## config.mk

```make
export PLATFORM = sky130hd
export DESIGN_NAME = sce_cordic_cell
export DESIGN_NICKNAME = d
export VERILOG_FILES = /design/src/sce_pkg.sv /design/src/sce_cordic_cell.sv
export SDC_FILE = /design/constraint.sdc
export NUM_CORES = 1
export LEC_CHECK = 0
export ABC_AREA = 1
export BUFFER_PORTS_ARGS = -buffer_cell sky130_fd_sc_hd__buf_2
export CAP_MARGIN = 20
export CORE_AREA = 2 2 292 294
export CTS_CLUSTER_DIAMETER = 50
export DETAILED_ROUTE_END_ITERATION = 10
export DIE_AREA = 0 0 294 296
export PLACE_DENSITY = 0.46
export SLEW_MARGIN = 15
export SYNTH_ARGS = -nofsm -noshare
export SYNTH_HDL_FRONTEND = slang
export SYNTH_SLANG_ARGS = --single-unit
export TNS_END_PERCENT = 1
```

## constraint.sdc

```tcl
create_clock -name clk -period 2.05 [get_ports clk]
set_input_delay 0 -clock clk [delete_from_list [all_inputs] [get_ports clk]]
set_output_delay 0 -clock clk [all_outputs]
set_load 0.05 [all_outputs]
```

## src/sce_pkg.sv

```systemverilog
// Shared types, constants and helper functions for the knot-point cost evaluator.
`default_nettype none

package sce_pkg;

  localparam int unsigned TIME_STEP_DEF = 6554;
  localparam int unsigned BASE_COST_DEF = 65536;

  localparam logic signed [20:0] PI_Q16      = 21'sd205887;
  localparam logic signed [20:0] TWO_PI_Q16  = 21'sd411775;
  localparam logic signed [20:0] HALF_PI_Q16 = 21'sd102944;

  localparam logic signed [32:0] CORDIC_GAIN_Q30 = 33'sd652032874;
  localparam int unsigned CORDIC_STEPS = 16;

  // floor(|h| / 2pi) estimate: drop low bits, multiply by a scaled reciprocal
  localparam int unsigned REDUCE_DROP  = 13;
  localparam int unsigned REDUCE_SHIFT = 24;
  localparam logic [18:0] REDUCE_RECIP = 19'd333770;

  // pipeline depths: reduction, trig products / step scaling, cost; delay that aligns the cost path
  localparam int unsigned REDUCE_DEPTH = 5;
  localparam int unsigned DYN_DEPTH    = 4;
  localparam int unsigned COST_DEPTH   = 7;
  localparam int unsigned COST_DELAY   = REDUCE_DEPTH + CORDIC_STEPS + DYN_DEPTH - COST_DEPTH;

  localparam logic [47:0] COST_MAX = 48'hFFFF_FFFF_FFFF;

  localparam int unsigned IN_W  = 288;
  localparam int unsigned OUT_W = 400;

  localparam logic [23:0] RST_W_CTRL_ONE   = 24'd78643;
  localparam logic [23:0] RST_W_CTRL_TWO   = 24'd111411;
  localparam logic [23:0] RST_W_CTRL_THREE = 24'd45875;
  localparam logic [23:0] RST_W_POSITION   = 24'd65536;
  localparam logic [23:0] RST_W_HEADING    = 24'd65536;

  typedef enum logic [2:0] {
    CFG_W_CTRL_ONE   = 3'd0,
    CFG_W_CTRL_TWO   = 3'd1,
    CFG_W_CTRL_THREE = 3'd2,
    CFG_W_POSITION   = 3'd3,
    CFG_W_HEADING    = 3'd4,
    CFG_TARGET_X     = 3'd5,
    CFG_TARGET_Y     = 3'd6,
    CFG_TARGET_HEAD  = 3'd7
  } cfg_idx_t;

  // last field in the lowest bits
  typedef struct packed {
    logic signed [31:0] ctrl_three;
    logic signed [31:0] ctrl_two;
    logic signed [31:0] ctrl_one;
    logic signed [31:0] speed_other;
    logic signed [31:0] speed_turn;
    logic signed [31:0] speed_forward;
    logic signed [31:0] heading;
    logic signed [31:0] pos_y;
    logic signed [31:0] pos_x;
  } item_t;

  typedef struct packed {
    logic signed [31:0] jac_y_heading;
    logic signed [31:0] jac_x_heading;
    logic signed [31:0] grad_heading;
    logic signed [31:0] grad_y;
    logic signed [31:0] grad_x;
    logic        [47:0] cost_value;
    logic signed [31:0] next_other;
    logic signed [31:0] next_turn;
    logic signed [31:0] next_forward;
    logic signed [31:0] next_heading;
    logic signed [31:0] next_y;
    logic signed [31:0] next_x;
  } res_t;

  typedef struct packed {
    logic        [23:0] w_ctrl_one;
    logic        [23:0] w_ctrl_two;
    logic        [23:0] w_ctrl_three;
    logic        [23:0] w_position;
    logic        [23:0] w_heading;
    logic signed [31:0] target_x;
    logic signed [31:0] target_y;
    logic signed [18:0] target_head;
  } cfg_t;

  typedef struct packed {
    logic signed [32:0] x;
    logic signed [32:0] y;
    logic signed [19:0] z;
    logic               flip;
  } rot_t;

  typedef struct packed {
    logic        [47:0] cost;
    logic signed [31:0] gx;
    logic signed [31:0] gy;
    logic signed [31:0] gh;
  } cost_res_t;

  function automatic logic signed [19:0] atan_q16(input int unsigned idx);
    logic signed [19:0] a;
    unique case (idx)
      0:       a = 20'sd51472;
      1:       a = 20'sd30386;
      2:       a = 20'sd16055;
      3:       a = 20'sd8150;
      4:       a = 20'sd4091;
      5:       a = 20'sd2047;
      6:       a = 20'sd1024;
      7:       a = 20'sd512;
      8:       a = 20'sd256;
      9:       a = 20'sd128;
      10:      a = 20'sd64;
      11:      a = 20'sd32;
      12:      a = 20'sd16;
      13:      a = 20'sd8;
      14:      a = 20'sd4;
      default: a = 20'sd2;
    endcase
    return a;
  endfunction

  function automatic logic signed [31:0] sat_s32(input logic signed [59:0] v);
    logic signed [31:0] r;
    if (v > 60'sd2147483647) r = 32'sh7FFF_FFFF;
    else if (v < -60'sd2147483648) r = 32'sh8000_0000;
    else r = v[31:0];
    return r;
  endfunction

endpackage

`default_nettype wire

```

## src/sce_cordic_cell.sv

```systemverilog
// One rotation cell of the sine/cosine chain: one CORDIC iteration and one register stage.
`default_nettype none

module sce_cordic_cell import sce_pkg::*; #(
  parameter int unsigned STEP = 0
) (
  input  logic  clk,
  input  logic  rst_n,
  input  logic  en,
  input  logic  in_vld,
  input  rot_t  in_rot,
  input  item_t in_item,
  output logic  out_vld,
  output rot_t  out_rot,
  output item_t out_item
);

  logic               vld_r;
  rot_t               rot_r;
  item_t              item_r;
  rot_t               rot_nxt;
  logic signed [32:0] sx;
  logic signed [32:0] sy;
  logic signed [19:0] ang;

  always_comb begin
    sx  = in_rot.y >>> STEP;
    sy  = in_rot.x >>> STEP;
    ang = atan_q16(STEP);
    rot_nxt.flip = in_rot.flip;
    if (!in_rot.z[19]) begin
      rot_nxt.x = in_rot.x - sx;
      rot_nxt.y = in_rot.y + sy;
      rot_nxt.z = in_rot.z - ang;
    end else begin
      rot_nxt.x = in_rot.x + sx;
      rot_nxt.y = in_rot.y - sy;
      rot_nxt.z = in_rot.z + ang;
    end
  end

  always_ff @(posedge clk) begin
    if (!rst_n) begin
      vld_r <= 1'b0;
    end else if (en) begin
      vld_r <= in_vld;
    end
  end

  always_ff @(posedge clk) begin
    if (en) begin
      rot_r  <= rot_nxt;
      item_r <= in_item;
    end
  end

  assign out_vld  = vld_r;
  assign out_rot  = rot_r;
  assign out_item = item_r;

endmodule

`default_nettype wire

```

==> results.yml, run 1 <==
layout:
  post_route_cells_drive_above_1_share: 0.322
  final_common_cell: "buf_2"
  fin_area_sq_um: 31600
  seq_area_sq_um: 11300
  stdcell_count: 4558
  n_fill_cell: 8664
  final_cell_mix: "buf_2, nand2_1, edfxtp_1, inv_1, dlygate4sd3_1"
  fin_nets: 3902
  area_growth_syn_to_layout_pct: 61.0
  multi_input_area_sq_um: 6780
timing:
  fin_ws_ns: 0.0725
  max_slew_margin: 0.484
  hold_viol: 0
  fin_hold_ws_ns: 0.00768
  fin_crit_ns: 1.98
  worst_pin_slew_ns: 0.774
  drv_slew: 0
  rsz0062_at_grt: "true"
  finalSetupViolCount: 0
  fin_worst_skew_ns: 0
  timing.fmax_mhz: 506
  post-route-period-util: 0.965
worst_setup_path:
  critPathMaxStageDelay_ns: 0.56
  crit_type: "primary input to register"
  required_ns: 2.39
  end_kind: "register"
  cp_max_fo: 4
  cp-start-kind: "primary input"
  arrival_ns: 2.31
  crit_slowest_cell: "dlygate4sd3_1"
  path_cells: "buf_2, dlygate4sd3_1, buf_4, fa_1, inv_1, nand2_1, nand2_2, buf_4, nand2_1, nand3b_2, xor2_1, o21ai_0"
placed_design:
  gp_congestion: 0.940
  place_hpwl_mm: 84.3
  numPortBuffers: 754
  post-place-ws_ns: -0.302
  dp_cells: 4117
  dpl_cell_area_sq_um: 26300
logic_synthesis:
  synth_area_per_cell_sq_um: 9.39
  syn_area_sq_um: 19600
  yosysWarnings: 0
  ys_types: 36
  ys_ff_latch: 375
  ys_seq_area_frac: 0.574
  synth-edff-count: 374
  syn-num-nets: 2582
  synthCells: 2089
  synth_ff_type: "edfxtp_1"
  async_reset_ff_frac: 0
hold_path:
  min_path_type: "primary input to register"
clock_tree:
  cts-root-buf: "clkbuf_16"
  worstSkewPairLatency_ns: 0.63
  htreeDepth: 2
  clk_pin_slew_ns: 0.06
  cts_tree: "done"
  clock-sinks: 375
  cts_buffers: 60
  clk_path_buf_depth: 3
route:
  wl_mm: 103
  first_pass_iters: 6
  dr_total_vias: 19700
  route.detailed.drc: 0
  wire_per_inst_microns: 22.6
  first_iter_violations: 1288
  via_per_inst: 4.33
  ant_nets: 0
grt:
  grt_pass1_wl_mm: 139
  use_met1: 0.280
  met2_usage: 0.377
  grt-busiest-layer: "met2"
  grt-ovfl-total: 0
  grt_max_degree: 68
  track_usage: 0.226
  antenna_found_initial: 19
  grt_use_met3: 0.0576
  grt_pass1_vias: 19300
die:
  dieHeight_microns: 296
  die_area_sq_um: 87000
  coreArea_sq_um: 84200
  die_w_microns: 294
  rows: 107
  start_util: 0.233
  pin_count: 755
power:
  p_leak_nw: 15.5
  vdd_drop_max_v: 0.000575
  power_w: 0.0280
  power_density_nw_per_um2: 886
flow_run:
  drv_cap: 0
status:
  status: "complete, no violations"
[power by group]
part	switching, W	total (W)	internal [W]
clock	0.00414	0.0105	0.00632
sequential	0.000418	0.00973	0.00931
combinational	0.00545	0.00779	0.00234
total	0.0100	0.0280	0.0180
[cell usage after synthesis (2+ instances only)]
cell	instances	share of area
nand2_1	672	0.13
a21oi_1	87	0.022
o21a_1	6	0.0023
nand4_1	17	0.0054
fa_1	4	0.0041
buf_4	12	0.0046
and3_1	2	0.00064
clkbuf_1	7	0.0013
nand2_2	6	0.0019
o31ai_1	2	0.00077
ha_1	110	0.070
inv_2	2	0.00038
a21o_1	4	0.0015
nor2_1	115	0.022
nand3_1	168	0.043
edfxtp_1	374	0.57
xor2_1	35	0.016
nor3_2	3	0.0015
a31oi_1	5	0.0016
buf_2	23	0.0059
o21bai_1	13	0.0050
o22ai_1	4	0.0013
o21ai_0	42	0.011
inv_1	354	0.068
nor2_2	6	0.0019
nor3_1	6	0.0015
[layout make-up]
class,count,share of cell area
inverter,357,0.0424
tap,1090,0.0432
sequential,375,0.356
clock buffer,64,0.0480
multi-input combinational,1313,0.215
timing repair buffer,1302,0.278
antenna,10,0.000793
clock inverter,47,0.0164
[final timing paths]
check | from | end | slack, ns | cells past startpoint
setup reg to reg | out_vld | out_vld | 0.85 | 3
setup / recovery | in_rot[22] | out_rot[66] | 0.07 | 12
hold reg to reg | out_vld | out_vld | 1.10 | 3
hold / removal | in_rot[22] | out_rot[55] | 0.008 | 5
[routing by layer]
| metal | vias up | routed length [microns] |
|---|---|---|
| li1 | 9450 | - |
| met1 | 9294 | 42300 |
| met2 | 787 | 48600 |
| met3 | 164 | 8010 |
| met4 | 20 | 4100 |
| met5 | - | 136 |
[kinds of logic (layout without fill, tap and decap cells)]
logic type      count (synthesis)  after routing  synth area share
simple gates                  998            998             0.208
other cells                     0             10                 0
xor+xnor                       36             36            0.0161
flops                         375            375             0.574
fa+ha+maj                     114            114            0.0743
compound gates                165            165            0.0461
buf+inv                       401           1770            0.0814
[registers in the layout, summed over array words and instances (netlist names)]
name / flops
out_item: 288
out_rot: 86
out_vld: 1
[repair_timing]
| action | in CTS | in global routing |
|---|---|---|
| hold buffers | 320 | 0 |
| setup buffers | 0 | 1 |
| endpoints found under the hold margin | 380 | 0 |
| gates resized for setup | 0 | 8 |
| endpoints found under the setup margin | 0 | 5 |
[worst max-delay path, delay by kind of cell]
| family | cells | cell delay [ns] |
|---|---|---|
| xor gates and xnor gates | 1 | 0.23 |
| AOI/OAI and AO/OA | 1 | 0.14 |
| buffers and inverters | 5 | 1.03 |
| adders and majority gates | 1 | 0.46 |
| and+or+nand+nor | 4 | 0.44 |
[metrics by stage]
step,utilization,setup TNS (ns)
final,0.375,0
after detailed placement,0.312,-3.48
after global routing,0.375,-0.00321
after CTS,0.374,0
after floorplan,-,0
after global placement,0.312,-3.52
(Power assumes the default switching activity.)
==> run 2: changes to the inputs <==
Settings changed: PLACE_DENSITY 0.46 to unset.
==> run 2 against run 1 <==
  * Routed wire length grew 3.5%
  * Clock power is essentially flat
  * Non-clock buffer count shrank 16
  * Clock-buffer cell count shrank 4
  * Sequential share of layout area is essentially flat
  * Combinational power grew 2%
  * Critical endpoint is now out_rot[86]
  * Hold slack gained 0.014 ns
  * Global-route usage grew 0.88 points
  * First-iteration DRC count grew 22%
  * Die area is the same
  * Clock skew is the same
  * Largest power group unchanged
==> results.yml, run 2 (synthesis results as in run 1) <==
clock_tree:
  worstSkewPairLatency_ns: 0.61
  cts_tree: "done"
  cts_buffers: 58
  cts.repair_timing.setup_buffer_count: 0
  clock-sinks: 375
  clk_pin_slew_ns: 0.05
  clk_path_buf_depth: 3
  htreeDepth: 2
  cts-root-buf: "clkbuf_16"
layout:
  final_common_cell: "buf_2"
  final_cell_mix: "buf_2, nand2_1, edfxtp_1, inv_1, dlygate4sd3_1"
  stdcell_count: 4547
  area_growth_syn_to_layout_pct: 60.8
  largest_reg_flops: 288
  fin_nets: 3884
  post_route_cells_drive_above_1_share: 0.322
timing:
  finalSetupViolCount: 0
  post-route-period-util: 0.955
  fin_ws_ns: 0.0923
  fin_crit_ns: 1.96
  fin_worst_skew_ns: 0
  hold_viol: 0
  rsz0062_at_grt: "true"
  worst_pin_slew_ns: 0.542
  timing.fmax_mhz: 511
  max_slew_margin: 0.636
  drv_slew: 0
power:
  internal_power_w: 0.0179
  pwr-share-comb: 0.282
  swShare: 0.364
  power_density_nw_per_um2: 891
  p_leak_nw: 15.5
  p_sw_w: 0.0102
  clkPwrFrac: 0.372
  vdd_drop_max_v: 0.000696
  seqPwrFrac: 0.345
die:
  pin_count: 755
  die_w_microns: 294
  die_area_sq_um: 87000
  start_util: 0.233
  rows: 107
  coreArea_sq_um: 84200
  dieHeight_microns: 296
worst_setup_path:
  arrival_ns: 2.32
  startpoint: "in_rot[22]"
  end_kind: "register"
  cp_max_fo: 4
  r2r_start: "out_vld"
  crit_type: "primary input to register"
  cp-start-kind: "primary input"
  required_ns: 2.41
route:
  wire_per_inst_microns: 23.5
  route.detailed.drc: 0
  ant_nets: 0
  first_pass_iters: 6
  via_per_inst: 4.38
  dr_total_vias: 19900
  first_iter_violations: 1572
  wl_mm: 107
grt:
  grt_pass1_vias: 19600
  grt_max_degree: 70
  grt_pass1_wl_mm: 143
  grt-ovfl-total: 0
  track_usage: 0.235
  antenna_found_initial: 37
status:
  status: "complete, no violations"
placed_design:
  post-place-ws_ns: -0.114
  gp_congestion: 0.960
  numPortBuffers: 754
  dp_cells: 4107
  place_hpwl_mm: 87.0
hold_path:
  min_path_type: "primary input to register"
  min_from: "in_rot[10]"
flow_run:
  drv_cap: 0
## run 2: final cells by class
cell class                      instances  area, sq um
Inverter                              357         1340
Sequential cell                       375        11300
Clock inverter                         50          574
Clock buffer                           60         1480
Antenna cell                           16         40.0
Multi-Input combinational cell       1313         6780
Timing Repair Buffer                 1286         8690
Fill cell                            8442        52700
Tap cell                             1090         1360
## run 2: final timing paths
check / endpoint / slack, ns / cells after the start
hold / removal: out_rot[10] / 0.02 / 3
setup / recovery: out_rot[86] / 0.09 / 16
hold reg to reg: out_vld / 1.10 / 3
setup reg to reg: out_vld / 0.87 / 3
## run 2: what timing repair did
action	4_1_cts	5_1_grt
hold endpoints to repair	355	0
setup endpoints to repair	0	25
hold buffers	314	0
resized for setup	0	12
## run 2: critical path, stage by stage
cell and delay, ns:
dlygate4sd3_1 0.54, buf_4 0.15, buf_4 0.13, fa_1 0.44, inv_2 0.11, nand2_1 0.10, nand2_2 0.13, nand2_1 0.09
nand2_2 0.10, nand2_1 0.09, nand2_2 0.11, nand2_1 0.07, nand2_1 0.07, nand2_1 0.05, nand3_1 0.06, nand2_1 0.06
## run 2: through the flow
| stage | area, sq um | util | power (W) | hold slack, ns | TNS (ns) |
|---|---|---|---|---|---|
| 5_1_grt | 31500 | 0.374 | 0.0291 | 0.0397 | -0.0616 |
| 6_report | 31500 | 0.374 | 0.0281 | 0.0220 | 0 |
| 4_1_cts | 31500 | 0.374 | 0.0283 | 0.00607 | 0 |
| 2_1_floorplan | 19600 | - | 0.0140 | 0.0935 | 0 |
| 3_3_place_gp | 26300 | 0.312 | 0.0172 | 0.177 | -1.31 |
| 3_5_place_dp | 26300 | 0.312 | 0.0171 | 0.178 | -1.57 |
## run 2: metal layers
layer  track usage  up-vias  routed length, microns
met5             0        -                     102
met4        0.0795       16                    4130
met2         0.382      926                   48700
li1              -     9403                       -
met3        0.0878      161                   11700
met1         0.285     9418                   42100
## run 2: power groups by stage
stage / sequential (W) / clock (W) / combinational [W]
global placement: 0.00982 / 0 / 0.00735
detailed placement: 0.00979 / 0 / 0.00735
finish: 0.00970 / 0.0105 / 0.00793
CTS: 0.00967 / 0.0107 / 0.00793
global route: 0.00973 / 0.0109 / 0.00842
floorplan: 0.0122 / 0 / 0.00184
==> run 3: changes to the inputs <==
==> constraint.sdc (replaced) <==
create_clock -name clk -period 2.05 [get_ports clk]
set_input_delay 0.1025 -clock clk [delete_from_list [all_inputs] [get_ports clk]]
set_output_delay 0.1025 -clock clk [all_outputs]
set_load 0.05 [all_outputs]
==> run 3 against run 2 <==
  * Utilization is 0.78 points higher
  * Critical path type unchanged
  * Fmax is 1.2% higher
  * Flip-flop and latch count stayed put
  * Sequential power is 0.4% lower
  * Cell count is 1.4% higher
  * Critical endpoint is now out_rot[35]
  * Routed wire length is 1.4% higher
  * Total power is 6.2% higher
  * Hold slack better by 0.030 ns
  * Via count is 1.4% higher
  * Largest power group unchanged
  * First-iteration DRC count is 7.4% lower
  * Clock skew stayed put
  * Combinational power is 2.5% higher
==> results.yml, run 3 (synthesis results as in run 1) <==
grt:
  grt_pass1_wl_mm: 143
  grt-ovfl-total: 0
  antenna_found_initial: 46
  grt_max_degree: 70
  track_usage: 0.237
  grt_pass1_vias: 19400
layout:
  post-route-util: 0.382
  final_cell_mix: "buf_2, nand2_1, edfxtp_1, inv_1, dlygate4sd3_1"
  largest_reg_flops: 288
  fin_nets: 3943
  area_growth_syn_to_layout_pct: 64.1
  post_route_cells_drive_above_1_share: 0.337
  stdcell_count: 4611
  final_common_cell: "buf_2"
die:
  die_area_sq_um: 87000
  start_util: 0.233
  pin_count: 755
  rows: 107
  dieHeight_microns: 296
  coreArea_sq_um: 84200
  die_w_microns: 294
timing:
  fin_worst_skew_ns: 0
  drv_slew: 0
  hold_viol: 0
  worst_pin_slew_ns: 0.847
  fin_tns_setup_ns: 0
  max_slew_margin: 0.435
  timing.fmax_mhz: 517
  finalSetupViolCount: 0
  fin_hold_ws_ns: 0.0516
  fin_crit_ns: 1.93
  post-route-period-util: 0.943
  rsz0062_at_grt: "false"
worst_setup_path:
  end_kind: "register"
  cp_common_cell: "nand2_1"
  crit_type: "primary input to register"
  required_ns: 2.43
  critPathMaxStageDelay_ns: 0.56
  cp_max_fo: 4
  crit_slowest_cell: "dlygate4sd3_1"
  path_cells: "buf_2, dlygate4sd3_1, ha_2, fa_2, inv_2, nand2_1, nand3_1, nand2_1, nand2_2, xor2_1, o21ai_0, buf_4"
  arrival_ns: 2.31
  cp-start-kind: "primary input"
route:
  first_iter_violations: 1456
  maxUsedRoutingLayer: "met5"
  wl_met2_mm: 49.5
  route.detailed.drc: 0
  wl_mm: 108
  dr_total_vias: 20200
  ant_nets: 0
  first_pass_iters: 7
  via_per_inst: 4.38
  wire_per_inst_microns: 23.5
  wl_met1_mm: 42.5
  wl_met3_mm: 11.7
power:
  power_density_nw_per_um2: 927
  vdd_drop_max_v: 0.000660
  power_w: 0.0298
  p_leak_nw: 15.8
placed_design:
  place_hpwl_mm: 88.4
  numPortBuffers: 754
  gp_congestion: 0.944
  dp_cells: 4170
clock_tree:
  htreeDepth: 3
  clk_pin_slew_ns: 0.06
  cts_tree: "done"
  clk_path_buf_depth: 3
  worstSkewPairLatency_ns: 0.61
  cts-root-buf: "clkbuf_16"
  clock-sinks: 375
  cts_buffers: 66
hold_path:
  min_path_type: "primary input to register"
status:
  status: "complete, no violations"
flow_run:
  drv_cap: 0
-- run 3: stage by stage --
step	worst slack [ns]	area (sq um)
2_1_floorplan	0.00691	19600
3_3_place_gp	-0.233	26700
3_5_place_dp	-0.257	26700
4_1_cts	0.0167	32100
5_1_grt	0.00370	32200
6_report	0.116	32200
-- run 3: layout make-up --
cell class,count,area (sq um)
diodes,17,42.5
multi-input cells,1313,6780
flip-flops and latches,375,11300
repair buffers,1337,9010
inverters,357,1340
clock buffers,68,1680
fillers,8486,52000
clock inverters,54,713
well taps,1090,1360
-- run 3: critical path, delay by kind of cell --
kind                     cells  cell delay (ns)
buffers and inverters        4             0.92
adder cells (fa/ha/maj)      2             0.57
AND/OR/NAND/NOR              4             0.47
XOR/XNOR                     1             0.16
AO/OA/AOI/OAI                1             0.08
-- run 3: final timing paths --
kind / startpoint / to / slack [ns] / depth (start not counted)
hold / removal: in_rot[12] / out_rot[12] / 0.05 / 3
setup / recovery: in_rot[54] / out_rot[35] / 0.12 / 12
hold reg to reg: out_vld / out_vld / 1.11 / 3
setup reg to reg: out_vld / out_vld / 0.84 / 3
-- run 3: what timing repair did --
item | in CTS | in global routing
hold buffers | 301 | 0
gates resized for setup | 0 | 6
buffers inserted | 0 | 1
endpoints found under the setup margin | 0 | 10
endpoints found under the hold margin | 313 | 0
-- run 3: where the power goes --
part	total [W]	switching (W)	internal, W
clock	0.0120	0.00449	0.00754
sequential	0.00966	0.000356	0.00931
combinational	0.00813	0.00567	0.00246
total	0.0298	0.0105	0.0193
-- run 3: per-layer routing --
layer | vias up | track usage
li1 | 9525 | -
met1 | 9626 | 0.283
met2 | 871 | 0.385
met3 | 168 | 0.0938
met4 | 22 | 0.0890
met5 | - | 0
